### config.mk
export PLATFORM = sky130hd
export DESIGN_NAME = packed_array_list_unit
export DESIGN_NICKNAME = d
export VERILOG_FILES = /design/src/hdl/pal_pkg.sv /design/src/hdl/pal_ram.sv /design/src/hdl/packed_array_list_unit.sv
export SDC_FILE = /design/constraint.sdc
export NUM_CORES = 1
export LEC_CHECK = 0
export BUFFER_PORTS_ARGS = -buffer_cell sky130_fd_sc_hd__clkbuf_2
export CORE_ASPECT_RATIO = 1.25
export CORE_MARGIN = 5
export CORE_UTILIZATION = 49
export DETAILED_ROUTE_END_ITERATION = 7
export PLACE_DENSITY = 0.62
export SYNTH_ARGS = -nofsm -noshare
export SYNTH_HDL_FRONTEND = slang
export SYNTH_SLANG_ARGS = --single-unit
### constraint.sdc
create_clock -name i_clk -period 7.95 [get_ports i_clk]
set_clock_uncertainty 0.2 [all_clocks]
set_input_delay 1.59 -clock i_clk [delete_from_list [all_inputs] [get_ports i_clk]]
set_output_delay 1.59 -clock i_clk [all_outputs]
set_load 0.01 [all_outputs]
### src/hdl/pal_pkg.sv
// Shared types and codes of the packed array list unit.
`default_nettype none

package pal_pkg;

    localparam logic [2:0] KIND_APPEND = 3'd0;
    localparam logic [2:0] KIND_READ   = 3'd1;
    localparam logic [2:0] KIND_WRITE  = 3'd2;
    localparam logic [2:0] KIND_REMOVE = 3'd3;
    localparam logic [2:0] KIND_FIND   = 3'd4;

    localparam logic [1:0] ST_OK       = 2'd0;
    localparam logic [1:0] ST_FULL     = 2'd1;
    localparam logic [1:0] ST_RANGE    = 2'd2;
    localparam logic [1:0] ST_NOTFOUND = 2'd3;

    typedef enum logic [3:0] {
        S_IDLE  = 4'b0001,
        S_READ  = 4'b0010,
        S_SHIFT = 4'b0100,
        S_FIND  = 4'b1000
    } t_state;

endpackage

`default_nettype wire

### src/hdl/pal_ram.sv
// Generic single-write, single-read RAM with registered read data.
`default_nettype none

module pal_ram #(
    parameter int WIDTH = 32,
    parameter int DEPTH = 16
) (
    input  wire logic                     i_clk,
    input  wire logic                     i_we,
    input  wire logic [$clog2(DEPTH)-1:0] i_waddr,
    input  wire logic [WIDTH-1:0]         i_wdata,
    input  wire logic [$clog2(DEPTH)-1:0] i_raddr,
    output logic      [WIDTH-1:0]         o_rdata
);

    logic [WIDTH-1:0] r_mem [DEPTH];

    always_ff @(posedge i_clk) begin
        if (i_we) begin
            r_mem[i_waddr] <= i_wdata;
        end
        o_rdata <= r_mem[i_raddr];
    end

endmodule

`default_nettype wire

### src/hdl/packed_array_list_unit.sv
// Top level of the packed array list unit: request sequencer around the entry RAM.
`default_nettype none

// Usage
//   A request beat is taken at a rising edge where start is high and busy is low.
//   i_kind selects append, read, write, remove or find; i_operand is the word for
//   append and find, the position for read, write and remove; i_new_value is the
//   word stored by write. Every request returns exactly one result beat, marked by
//   o_done for one cycle, with read data, found position, entry count and status.
// Sequencing
//   Append, write, bad positions, last-entry remove, empty-list find, unused kinds:
//   result the next cycle; busy stays low, so such requests can follow every cycle.
//   Read: the RAM registers the read data, then S_READ registers the result.
//   Remove at position p: S_SHIFT moves entries p+1 to count-1 down one place, one
//   entry moved per cycle through the single read and write ports of the RAM.
//   Find: S_FIND compares one entry per cycle from position 0 up to the first match.
//   Busy is high in S_READ, S_SHIFT and S_FIND, so no new request is taken there.
// Reset
//   Synchronous, active low; clears the count and the sequencer. The RAM needs
//   no clearing pass: only entries below the count are ever read.
// The receiver cannot stall: each result beat is presented for one cycle only.
module packed_array_list_unit #(
    parameter int DEPTH = 16
) (
    input  wire logic               i_clk,
    input  wire logic               i_rst_n,
    input  wire logic               start,
    output logic                    busy,
    input  wire logic [2:0]         i_kind,
    input  wire logic signed [31:0] i_operand,
    input  wire logic signed [31:0] i_new_value,
    output logic                    o_done,
    output logic signed [31:0]      o_read_data,
    output logic [3:0]              o_found_position,
    output logic [4:0]              o_entry_count,
    output logic [1:0]              o_status
);

    import pal_pkg::*;

    localparam int AW = $clog2(DEPTH);
    localparam int CW = $clog2(DEPTH + 1);

    t_state         r_state, n_state;
    logic [CW-1:0]  r_count, n_count;
    logic [CW-1:0]  r_idx, n_idx;
    logic [31:0]    r_key, n_key;
    logic           r_done, n_done;
    logic [31:0]    r_out_rdata, n_out_rdata;
    logic [3:0]     r_out_fpos, n_out_fpos;
    logic [4:0]     r_out_count;
    logic [1:0]     r_out_status, n_out_status;

    logic           mem_we;
    logic [AW-1:0]  mem_waddr;
    logic [31:0]    mem_wdata;
    logic [AW-1:0]  mem_raddr;
    logic [31:0]    mem_rdata;

    logic [31:0]    opnd_u;
    logic           pos_ok;
    logic [CW-1:0]  pos_c;
    logic [CW-1:0]  pos_inc;
    logic [CW-1:0]  idx_inc;
    logic [CW-1:0]  idx_dec;
    logic [31:0]    cnt_ext;
    logic [31:0]    idx_ext;

    pal_ram #(
        .WIDTH (32),
        .DEPTH (DEPTH)
    ) u_ram (
        .i_clk   (i_clk),
        .i_we    (mem_we),
        .i_waddr (mem_waddr),
        .i_wdata (mem_wdata),
        .i_raddr (mem_raddr),
        .o_rdata (mem_rdata)
    );

    assign opnd_u  = $unsigned(i_operand);
    assign pos_ok  = !opnd_u[31] && (opnd_u < 32'(r_count));
    assign pos_c   = opnd_u[CW-1:0];
    assign pos_inc = pos_c + 1'b1;
    assign idx_inc = r_idx + 1'b1;
    assign idx_dec = r_idx - 1'b1;
    assign cnt_ext = 32'(n_count);
    assign idx_ext = 32'(r_idx);

    always_comb begin
        n_state      = r_state;
        n_count      = r_count;
        n_idx        = r_idx;
        n_key        = r_key;
        n_done       = 1'b0;
        n_out_rdata  = '0;
        n_out_fpos   = '0;
        n_out_status = ST_OK;
        mem_we       = 1'b0;
        mem_waddr    = '0;
        mem_wdata    = '0;
        mem_raddr    = '0;

        case (r_state)
            S_IDLE: begin
                if (start) begin
                    case (i_kind)
                        KIND_APPEND: begin
                            n_done = 1'b1;
                            if (r_count < CW'(DEPTH)) begin
                                mem_we    = 1'b1;
                                mem_waddr = r_count[AW-1:0];
                                mem_wdata = opnd_u;
                                n_count   = r_count + 1'b1;
                            end else begin
                                n_out_status = ST_FULL;
                            end
                        end
                        KIND_READ: begin
                            if (pos_ok) begin
                                mem_raddr = opnd_u[AW-1:0];
                                n_state   = S_READ;
                            end else begin
                                n_done       = 1'b1;
                                n_out_status = ST_RANGE;
                            end
                        end
                        KIND_WRITE: begin
                            n_done = 1'b1;
                            if (pos_ok) begin
                                mem_we    = 1'b1;
                                mem_waddr = opnd_u[AW-1:0];
                                mem_wdata = $unsigned(i_new_value);
                            end else begin
                                n_out_status = ST_RANGE;
                            end
                        end
                        KIND_REMOVE: begin
                            if (!pos_ok) begin
                                n_done       = 1'b1;
                                n_out_status = ST_RANGE;
                            end else if (pos_inc < r_count) begin
                                mem_raddr = pos_inc[AW-1:0];
                                n_idx     = pos_inc;
                                n_state   = S_SHIFT;
                            end else begin
                                n_done  = 1'b1;
                                n_count = r_count - 1'b1;
                            end
                        end
                        KIND_FIND: begin
                            if (r_count == '0) begin
                                n_done       = 1'b1;
                                n_out_status = ST_NOTFOUND;
                            end else begin
                                mem_raddr = '0;
                                n_idx     = '0;
                                n_key     = opnd_u;
                                n_state   = S_FIND;
                            end
                        end
                        default: begin
                            n_done = 1'b1;
                        end
                    endcase
                end
            end
            S_READ: begin
                n_done      = 1'b1;
                n_out_rdata = mem_rdata;
                n_state     = S_IDLE;
            end
            S_SHIFT: begin
                mem_we    = 1'b1;
                mem_waddr = idx_dec[AW-1:0];
                mem_wdata = mem_rdata;
                if (idx_inc < r_count) begin
                    mem_raddr = idx_inc[AW-1:0];
                    n_idx     = idx_inc;
                end else begin
                    n_done  = 1'b1;
                    n_count = r_count - 1'b1;
                    n_state = S_IDLE;
                end
            end
            S_FIND: begin
                if (mem_rdata == r_key) begin
                    n_done     = 1'b1;
                    n_out_fpos = idx_ext[3:0];
                    n_state    = S_IDLE;
                end else if (idx_inc < r_count) begin
                    mem_raddr = idx_inc[AW-1:0];
                    n_idx     = idx_inc;
                end else begin
                    n_done       = 1'b1;
                    n_out_status = ST_NOTFOUND;
                    n_state      = S_IDLE;
                end
            end
            default: begin
                n_state = S_IDLE;
            end
        endcase
    end

    always_ff @(posedge i_clk) begin
        if (!i_rst_n) begin
            r_state <= S_IDLE;
            r_count <= '0;
            r_done  <= 1'b0;
        end else begin
            r_state <= n_state;
            r_count <= n_count;
            r_done  <= n_done;
        end
    end

    always_ff @(posedge i_clk) begin
        r_idx <= n_idx;
        r_key <= n_key;
        if (n_done) begin
            r_out_rdata  <= n_out_rdata;
            r_out_fpos   <= n_out_fpos;
            r_out_count  <= cnt_ext[4:0];
            r_out_status <= n_out_status;
        end
    end

    assign busy             = (r_state != S_IDLE);
    assign o_done           = r_done;
    assign o_read_data      = $signed(r_out_rdata);
    assign o_found_position = r_out_fpos;
    assign o_entry_count    = r_out_count;
    assign o_status         = r_out_status;

endmodule

`default_nettype wire
=== Yosys cells after proc, flatten, opt, wreduce, memory -nomap -nowiden ===
Memories as Yosys holds them, arrays and structs flattened. A register that Yosys moved wholly into a read port is not among the register bits.
Index checks and enable logic that the tools add are counted.

* $add $sub $neg: 5
* $lt $le $gt $ge: 4
* Eq/ne operators: 18
* Muxes and demuxes: 65
* Bitwise operators: 1
* Reductions and logical operators: 10

{| class="wikitable"
|+ Operators by type and width
! kind !! number
|-
| $pmux W32 S2 || 2
|-
| $mux W32 || 3
|-
| $mux W4 || 15
|-
| $mux W5 || 11
|-
| $pmux W4 S3 || 3
|-
| $eq A32 B32 Y1 || 1
|-
| $lt A32 B5 Y1 || 1
|-
| $pmux W5 S2 || 3
|-
| $pmux W4 S2 || 3
|-
| $add A5 B1 Y5 const B || 3
|-
| $pmux W5 S3 || 1
|-
| $mux W1 || 13
|-
| $ne A3 B3 Y1 const B || 4
|-
| $lt A5 B5 Y1 || 2
|-
| $mux W2 || 5
|-
| $ne A4 B1 Y1 const B || 2
|-
| $reduce_and A7 Y1 || 1
|-
| $eq A3 B2 Y1 const B || 2
|-
| $pmux W2 S3 || 1
|-
| $reduce_and A6 Y1 || 1
|-
| $logic_not A5 Y1 || 1
|-
| $lt A5 B5 Y1 const B || 1
|-
| $sub A5 B1 Y5 const B || 1
|-
| $eq A4 B1 Y1 const B || 1
|-
| 20 further kinds || 22
|}

* Register bits after elaboration: 90
* RAM bits: 512
* Input port bits: 70
* Output and inout bits: 45
* Word-level logic and storage cells: 113
* Memories kept: 1

{| class="wikitable"
|+ Memories
! name !! depth !! width !! read ports !! clocked after memory_dff !! write ports !! RTL line !! source
|-
| u_ram.r_mem || 16 || 32 || 1 || 1 || 1 || pal_ram.sv:16 || <nowiki>logic [WIDTH-1:0] r_mem [DEPTH];</nowiki>
|}

=== Logic depth before layout (Yosys ltp) ===
Gate-level depths: netlist (run 1).

* Depth after elaboration: 8
* Depth in mapped cells: 17
* Gate-level depth less buffers: 13

=== Hierarchy ===
Synthesis (run 1) repeated with hierarchy kept, for this count alone.

* Cell total of the unflattened synthesis: 1366
* Area, all modules: 25278.0 µm²

{| class="wikitable"
|+ Modules (own cells, without submodules)
! module !! times used !! cells an instance !! area an instance (µm²) !! seq. area each (µm²)
|-
| pal_ram || 1 || 838 || 19835.3 || 16015.4
|-
| packed_array_list_unit || 1 || 528 || 5442.7 || 2602.5
|}

=== Least setup slack after synthesis (run 1) ===
OpenSTA, ideal clock, no wires.

* Path type: input port to flip-flop
* From: in i_operand[4]
* To: mem u_ram.r_mem[4][0] (enable)
* Library setup time: 0.461 ns
* Arrival time: 5.692 ns
* Data required time: 7.289 ns
* Slack: 1.597 ns
* Stages on the path: 10
* Buffers on the path: 0
* Path through: ha_1 > nor4_1 > nand3_1 > nor2_1 > nand2_1 > nor4_2 > a22oi_1 > o22ai_1 > nand2b_1 > nor3_1

* Longest elaborated chain between the ends: 8
* Elaborated cells on any way between the ends: 12
* Classes of those cells: order compare (1); mux (10); reduce/logical (1)

{| class="wikitable"
|+ Ends and longest elaborated chain
! what !! RTL line !! source
|-
| start: declaration || packed_array_list_unit.sv:30 || <nowiki>input wire logic signed [31:0] i_operand,</nowiki>
|-
| $lt A32 B5 Y1 * || packed_array_list_unit.sv:82 || <nowiki>assign pos_ok = !opnd_u[31] && (opnd_u < 32'(r_count));</nowiki>
|-
| $logic_and A1 B1 Y1 * || packed_array_list_unit.sv:82 ||
|-
| $mux W1 || packed_array_list_unit.sv:130 || <nowiki>if (pos_ok) begin</nowiki>
|-
| $pmux W1 S2 || packed_array_list_unit.sv:107 || <nowiki>case (i_kind)</nowiki>
|-
| $mux W1 || packed_array_list_unit.sv:106 || <nowiki>if (start) begin</nowiki>
|-
| $pmux W1 S2 || packed_array_list_unit.sv:104 || <nowiki>case (r_state)</nowiki>
|-
| $mux W1 || pal_ram.sv:19 || <nowiki>if (i_we) begin</nowiki>
|-
| $mux W1 (implied by the code) || pal_ram.sv:20 || <nowiki>r_mem[i_waddr] <= i_wdata;</nowiki>
|-
| end: declaration || pal_ram.sv:16 ||
|}

Every way passes the cells marked *; elsewhere a longest branch is shown, timed or not.

=== Worst setup path after layout (run 1) ===
* From: in i_operand[30]
* To: mem u_ram.r_mem[11][22] (enable)

The elaborated chain is that of the path after synthesis.

==> results of run 1 <==
==> state kept, by name, summed over array words and instances (netlist names) <==
register and cells:
r_count 5, u_ram.r_mem 512, o_found_position 4, o_entry_count 5, o_read_data 32, o_done 1, r_key 32, r_idx 5
o_status 2, r_state 4, u_ram.o_rdata 32
==> layer usage <==
layer | track usage (%) | up-vias | routed length (um) | part of all wire (%)
met2 | 44.93 | 775 | 38450 | 49
met1 | 35.60 | 8780 | 31820 | 41
met4 | 7.600 | 2 | 2205 | 2.8
met5 | 0 | - | 11 | 0.014
li1 | - | 7490 | - | -
met3 | 4.304 | 134 | 5661 | 7.2
==> through the flow <==
step	utilization (%)	area, um^2	hold WS, ps	std cells
after global routing	56.44	29800	446.2	2695
after floorplan	-	26150	350.7	1856
after CTS	56.44	29800	437.1	2695
after detailed placement	52.56	27760	422.0	2579
final	56.44	29800	438.9	2695
after global placement	52.56	27760	424.0	2579
==> cells by family (layout without fill, tap and decap cells) <==
| logic type | Yosys count | count (layout) | share of synthesized area [%] |
|---|---|---|---|
| xor gates and xnor gates | 43 | 43 | 1.440 |
| and+or+nand+nor | 382 | 382 | 7.092 |
| buffers and inverters | 148 | 315 | 2.393 |
| adders and majority gates | 19 | 19 | 0.9092 |
| DFF | 634 | 634 | 71.21 |
| muxes | 20 | 20 | 0.7657 |
| AOI/OAI and AO/OA | 610 | 610 | 16.19 |
==> worst min path at each step <==
stage,endpoint
2_1_floorplan,o_read_data[24]
3_3_place_gp,o_read_data[10]
3_5_place_dp,o_read_data[10]
4_1_cts,o_read_data[10]
5_1_grt,o_read_data[10]
6_report,o_read_data[10]
==> cell usage in the layout, fill, tap and decap left out, types with 8 or more instances in the layout <==
master / count
dfxtp_1: 42
clkbuf_1: 11
nor2_1: 23
o21a_1: 108
clkinv_2: 9
clkbuf_16: 63
clkbuf_2: 114
mux2i_1: 20
ha_1: 19
o21ai_0: 46
a22oi_1: 37
a21oi_1: 143
clkinv_1: 10
nor2_4: 14
and2_1: 43
inv_1: 12
or4_1: 32
buf_4: 69
nand3_1: 13
nor3_1: 10
xnor2_1: 41
nor4_1: 8
a211oi_1: 201
a221oi_1: 22
nand4_1: 11
edfxtp_1: 592
clkbuf_8: 9
a211oi_2: 16
nand2_1: 190
==> report_power, final <==
| part | switching [uW] | internal [uW] | total, uW | leakage (uW) |
|---|---|---|---|---|
| Combinational | 102 | 52.0 | 154 | 0.00278 |
| Clock | 1250 | 1690 | 2950 | 0.000994 |
| Sequential | 11.1 | 3630 | 3640 | 0.00557 |
==> cell type report <==
class,instances,area (um^2),share of cell area [%]
Timing Repair Buffer,187,1169,3.921
Clock buffer,83,1742,5.844
Inverter,12,45.04,0.1511
Sequential cell,634,18620,62.47
Clock inverter,33,305.3,1.024
Tap cell,672,840.8,2.821
Multi-Input combinational cell,1074,7086,23.77
==> flow_metrics.py, run 1 <==
metrics = {
    "run_status": {
        "status": "completed",
    },
    "logic_synthesis": {
        "yosysSeqAreaShare_pct": 71.21,
        "synth_edf_count": 592,
        "synthTopCellsByArea": "edfxtp_1, a211oi_1, dfxtp_1",
        "syn_nets": 1945,
        "ys.flop_type": "edfxtp_1",
        "yosysMostFrequentCell": "edfxtp_1",
        "syn_area_mm2": 0.02615,
        "avgSynthCellArea_um2": 14.09,
        "synth_seq_cells": 634,
        "synthArstFlopShare_pct": 0,
        "syn_inst": 1856,
        "yosys-top-cells-count": "edfxtp_1, a211oi_1, nand2_1, a21oi_1, o21a_1",
        "yosysWarnings": 0,
        "synth.largest_area_cell": "edfxtp_1",
        "synth_cell_types": 58,
        "synth_top_area_share_pct": 67.99,
    },
    "sta": {
        "finalCritPeriodShare_pct": 72.26,
        "rsz0062_at_grt": "false",
        "slew_headroom_pct": 23.10,
        "tightestPinTransition_ps": 1149,
        "fin_setup_tns_ps": 0,
        "final_max_slew_viol_count": 0,
        "hold_viol": 0,
        "final.min_clock_period_ps": 5744,
        "setup_ws_ps": 2206,
        "clock.fmax_mhz": 174.1,
        "setup_viol": 0,
    },
    "drt": {
        "via_per_inst": 6.375,
        "postRouteAntennaNets": 0,
        "drtIter0Drc": 1923,
        "drc": 0,
        "drtPass1Iterations": 6,
        "vias": 17180,
        "wl_per_cell_um": 29.00,
        "finalWirelength_um": 78150,
    },
    "worst_setup_path": {
        "cpPeakStageDelay_ps": 910,
        "worst_ep_arrival_time_ps": 5850,
        "critPathSlowestCell": "nor2_4",
        "end_kind": "register",
        "r2r_cells": 13,
        "critical_path_depth": 12,
        "r2r_slack_ps": 2470,
        "cp_max_fo": 30,
        "cp_common_cell": "buf_4",
        "cp_data_required_time_ps": 8060,
        "r2r-end": "u_ram.r_mem[11][22]",
        "cp_num_buf_inv": 3,
        "startpoint": "i_operand[30]",
        "regToRegStartpoint": "r_count[4]",
        "critPathCapture": "u_ram.r_mem[11][22]",
        "critical_path.top_delay_family": "simple AND/OR/NAND/NOR gates",
        "crit_type": "input port to register",
        "path_cells": "clkbuf_2, nor4_1, nand4_1, nor2_1, nand2_1, nor4_4, buf_4, a22oi_1, o22ai_1, nand2b_1, nor2_4, buf_4",
        "cp-start-kind": "input port",
    },
    "grt": {
        "antenna_found_initial": 1,
        "grt_usage_pct": 26.42,
        "grt_pass1_wl_um": 114800,
        "grt_pass1_vias": 17040,
        "grt_max_degree": 159,
        "grt_remaining_overflow": 0,
    },
    "clocking": {
        "post_cts_buffers": 0,
        "cts_max_path_buffers": 3,
        "cts.htree.levels": 2,
        "clk_latency_ps": 630,
        "postCtsHoldBufs": 0,
        "cts_tree": "done",
        "clk_pin_slew_ps": 60,
        "cts_root_buf": "clkbuf_16",
        "cts_made_buffers": 61,
        "post_cts_resized": 0,
        "cts_sinks": 634,
    },
    "min_path": {
        "hold-path-cell-count": 1,
        "holdCritPathClass": "register to register",
        "min_from": "u_ram.o_rdata[10]",
    },
    "finish": {
        "area.growth.synth_to_final_pct": 13.99,
        "antenna_cells": 0,
        "drive_gt1_share_pct": 16.61,
        "nFillCells": 4277,
        "layout.nets": 2059,
    },
    "place": {
        "place_hpwl_um": 46640,
        "globalplace.congestion": 0.9762,
        "dp_slack_ps": 1673,
        "portBuffers": 114,
    },
    "die": {
        "die_area_mm2": 0.05811,
        "die-width_um": 216.6,
        "pin_count": 115,
        "row_count": 94,
        "dieHeight_um": 268.3,
        "start_util_pct": 49.51,
        "fp.coreArea_mm2": 0.05281,
    },
    "power_and_ir_drop": {
        "total_power_uw": 6739,
        "ir_worst_vdd_mv": 0.1669,
        "powerDensity_mw_per_mm2": 226.1,
        "p_leak_uw": 0.009346,
    },
    "run": {
        "cap_violations": 0,
    },
}
No activity file was read; power rests on OpenSTA's default activity.
==> inputs of run 2 (changes only) <==
==> constraint.sdc (replaced) <==
create_clock -name i_clk -period 5.9 [get_ports i_clk]
set_clock_uncertainty 0.2 [all_clocks]
set_input_delay 1.18 -clock i_clk [delete_from_list [all_inputs] [get_ports i_clk]]
set_output_delay 1.18 -clock i_clk [all_outputs]
set_load 0.01 [all_outputs]
==> flow_metrics.py, run 2 (synthesis results as in run 1) <==
metrics = {
    "run_status": {
        "status": "completed",
    },
    "finish": {
        "largest_register_ff_count": 512,
        "antenna_cells": 0,
        "fin_area_mm2": 0.03001,
        "area.growth.synth_to_final_pct": 14.77,
        "final_common_cell": "edfxtp_1",
        "top_register": "u_ram.r_mem",
        "final_cell_mix": "edfxtp_1, a211oi_1, nand2_1",
        "layout.nets": 2068,
        "finalNonFillerCells": 2700,
        "drive_gt1_share_pct": 16.96,
    },
    "clocking": {
        "postCtsHoldBufs": 0,
        "cts_tree": "done",
        "cts_max_path_buffers": 3,
        "cts_made_buffers": 58,
        "clk_pin_slew_ps": 70,
        "cts.htree.levels": 2,
        "cts_sinks": 634,
        "cts_root_buf": "clkbuf_16",
        "post_cts_resized": 0,
        "post_cts_buffers": 0,
        "clk_latency_ps": 650,
    },
    "drt": {
        "postRouteAntennaNets": 0,
        "wl_per_cell_um": 28.34,
        "finalWirelength_um": 76520,
        "drtIter0Drc": 1635,
        "vias": 17030,
        "via_per_inst": 6.306,
        "drc": 0,
        "drtPass1Iterations": 5,
    },
    "grt": {
        "grt_pass1_wl_um": 113000,
        "grt_usage_pct": 26.02,
        "grt_max_degree": 109,
        "grt_remaining_overflow": 0,
        "grt_pass1_vias": 17000,
        "antenna_found_initial": 0,
    },
    "power_and_ir_drop": {
        "internal_power_uw": 6999,
        "pwr-share-seq_pct": 55.5,
        "combPwrFrac_pct": 2.3,
        "p_leak_uw": 0.009413,
        "ir_worst_vdd_mv": 0.2512,
        "powerDensity_mw_per_mm2": 294.4,
        "switching_power_uw": 1835,
        "switching_share_pct": 20.77,
        "clock_power_share_pct": 42.2,
    },
    "place": {
        "place_hpwl_um": 44950,
        "portBuffers": 114,
        "dp_slack_ps": 743.8,
        "post-place-cells": 2591,
        "place_area_mm2": 0.02812,
        "globalplace.congestion": 0.9338,
    },
    "die": {
        "die_area_mm2": 0.05811,
        "row_count": 94,
        "dieHeight_um": 268.3,
        "fp.coreArea_mm2": 0.05281,
        "start_util_pct": 49.51,
        "pin_count": 115,
        "die-width_um": 216.6,
    },
    "sta": {
        "setup_viol": 0,
        "clock.fmax_mhz": 214.7,
        "final_max_slew_viol_count": 0,
        "slew_headroom_pct": 27.46,
        "hold_viol": 0,
        "final.min_clock_period_ps": 4658,
        "tightestPinTransition_ps": 1088,
        "setup_ws_ps": 1242,
        "hold_slack_ps": 462.2,
        "rsz0062_at_grt": "false",
        "finalCritPeriodShare_pct": 78.95,
        "fin_setup_tns_ps": 0,
    },
    "worst_setup_path": {
        "r2r_slack_ps": 1240,
        "regToRegStartpoint": "r_count[4]",
        "crit_type": "register to register",
        "worst_ep_arrival_time_ps": 4720,
        "cpPeakStageDelay_ps": 580,
        "cp_num_buf_inv": 3,
        "r2r-end": "u_ram.r_mem[4][12]",
        "end_kind": "register",
        "critPathSlowestCell": "buf_4",
        "r2r_cells": 13,
        "path_cells": "inv_1, ha_1, nor4_1, nand3_1, nor2_1, nand2_1, nor4_4, buf_4, a22oi_1, o22ai_1, nand2b_1, nor3_2, buf_4",
        "cp-start-kind": "register",
        "cp_common_cell": "buf_4",
        "cp_data_required_time_ps": 5960,
        "critical_path.top_delay_family": "simple AND/OR/NAND/NOR gates",
        "cp_max_fo": 32,
    },
    "min_path": {
        "hold-path-cell-count": 3,
        "min_from": "u_ram.r_mem[12][24]",
        "holdCritPathClass": "register to register",
        "hold_end": "u_ram.o_rdata[24]",
    },
    "run": {
        "cap_violations": 0,
    },
}
run 2: cell types whose count changed in the layout (fill, tap and decap cells not counted), sizes merged:
cell / delta
buf: +12
clkbuf: -2
bufinv: -3
clkinvlp: -1
inv: +1
clkinv: -2
run 2: worst max-delay path by stage:
| stage | cells past startpoint | to | from |
|---|---|---|---|
| detailed placement | 14 | u_ram.o_rdata[18] | i_operand[0] |
| global route | 13 | u_ram.r_mem[4][26] | r_count[4] |
| floorplan | 10 | u_ram.r_mem[4][0] | i_operand[4] |
| CTS | 13 | u_ram.o_rdata[29] | r_idx[0] |
| global placement | 14 | u_ram.o_rdata[0] | i_operand[0] |
| finish | 13 | u_ram.r_mem[4][12] | r_count[4] |
run 2: cell type report:
cell class,count,area [um^2]
fillers,4129,22800
flip-flops and latches,634,18620
multi-input cells,1074,7086
clock buffers,81,1638
repair buffers,199,1534
well taps,672,840.8
clock inverters,28,246.5
inverters,12,45.04
run 2: per-layer routing:
layer / GRT usage (%) / vias up / routed length [um]
li1: - / 7506 / -
met1: 34.45 / 8567 / 30390
met2: 44.10 / 793 / 37300
met3: 3.966 / 161 / 5815
met4: 9.663 / 0 / 3021
met5: 0 / - / 0
run 2: stage by stage:
step | utilization, % | total power [uW]
after global routing | 56.82 | 9079
after detailed placement | 53.26 | 5202
after global placement | 53.26 | 5201
final | 56.82 | 8834
after floorplan | - | 5095
after CTS | 56.82 | 8884
run 2: power groups by stage:
stage               logic [uW]  registers [uW]  clock network [uW]
floorplan                 87.7            5010                   0
global placement           201            5000                   0
detailed placement         202            5000                   0
CTS                        203            4900                3780
global route               217            4900                3960
finish                     203            4900                3730
run 2: tightest hold or removal path: stages (launching register included):
cell      delay [ps]
edfxtp_1         320
a211oi_1          60
a211oi_1         140
or4_1            120
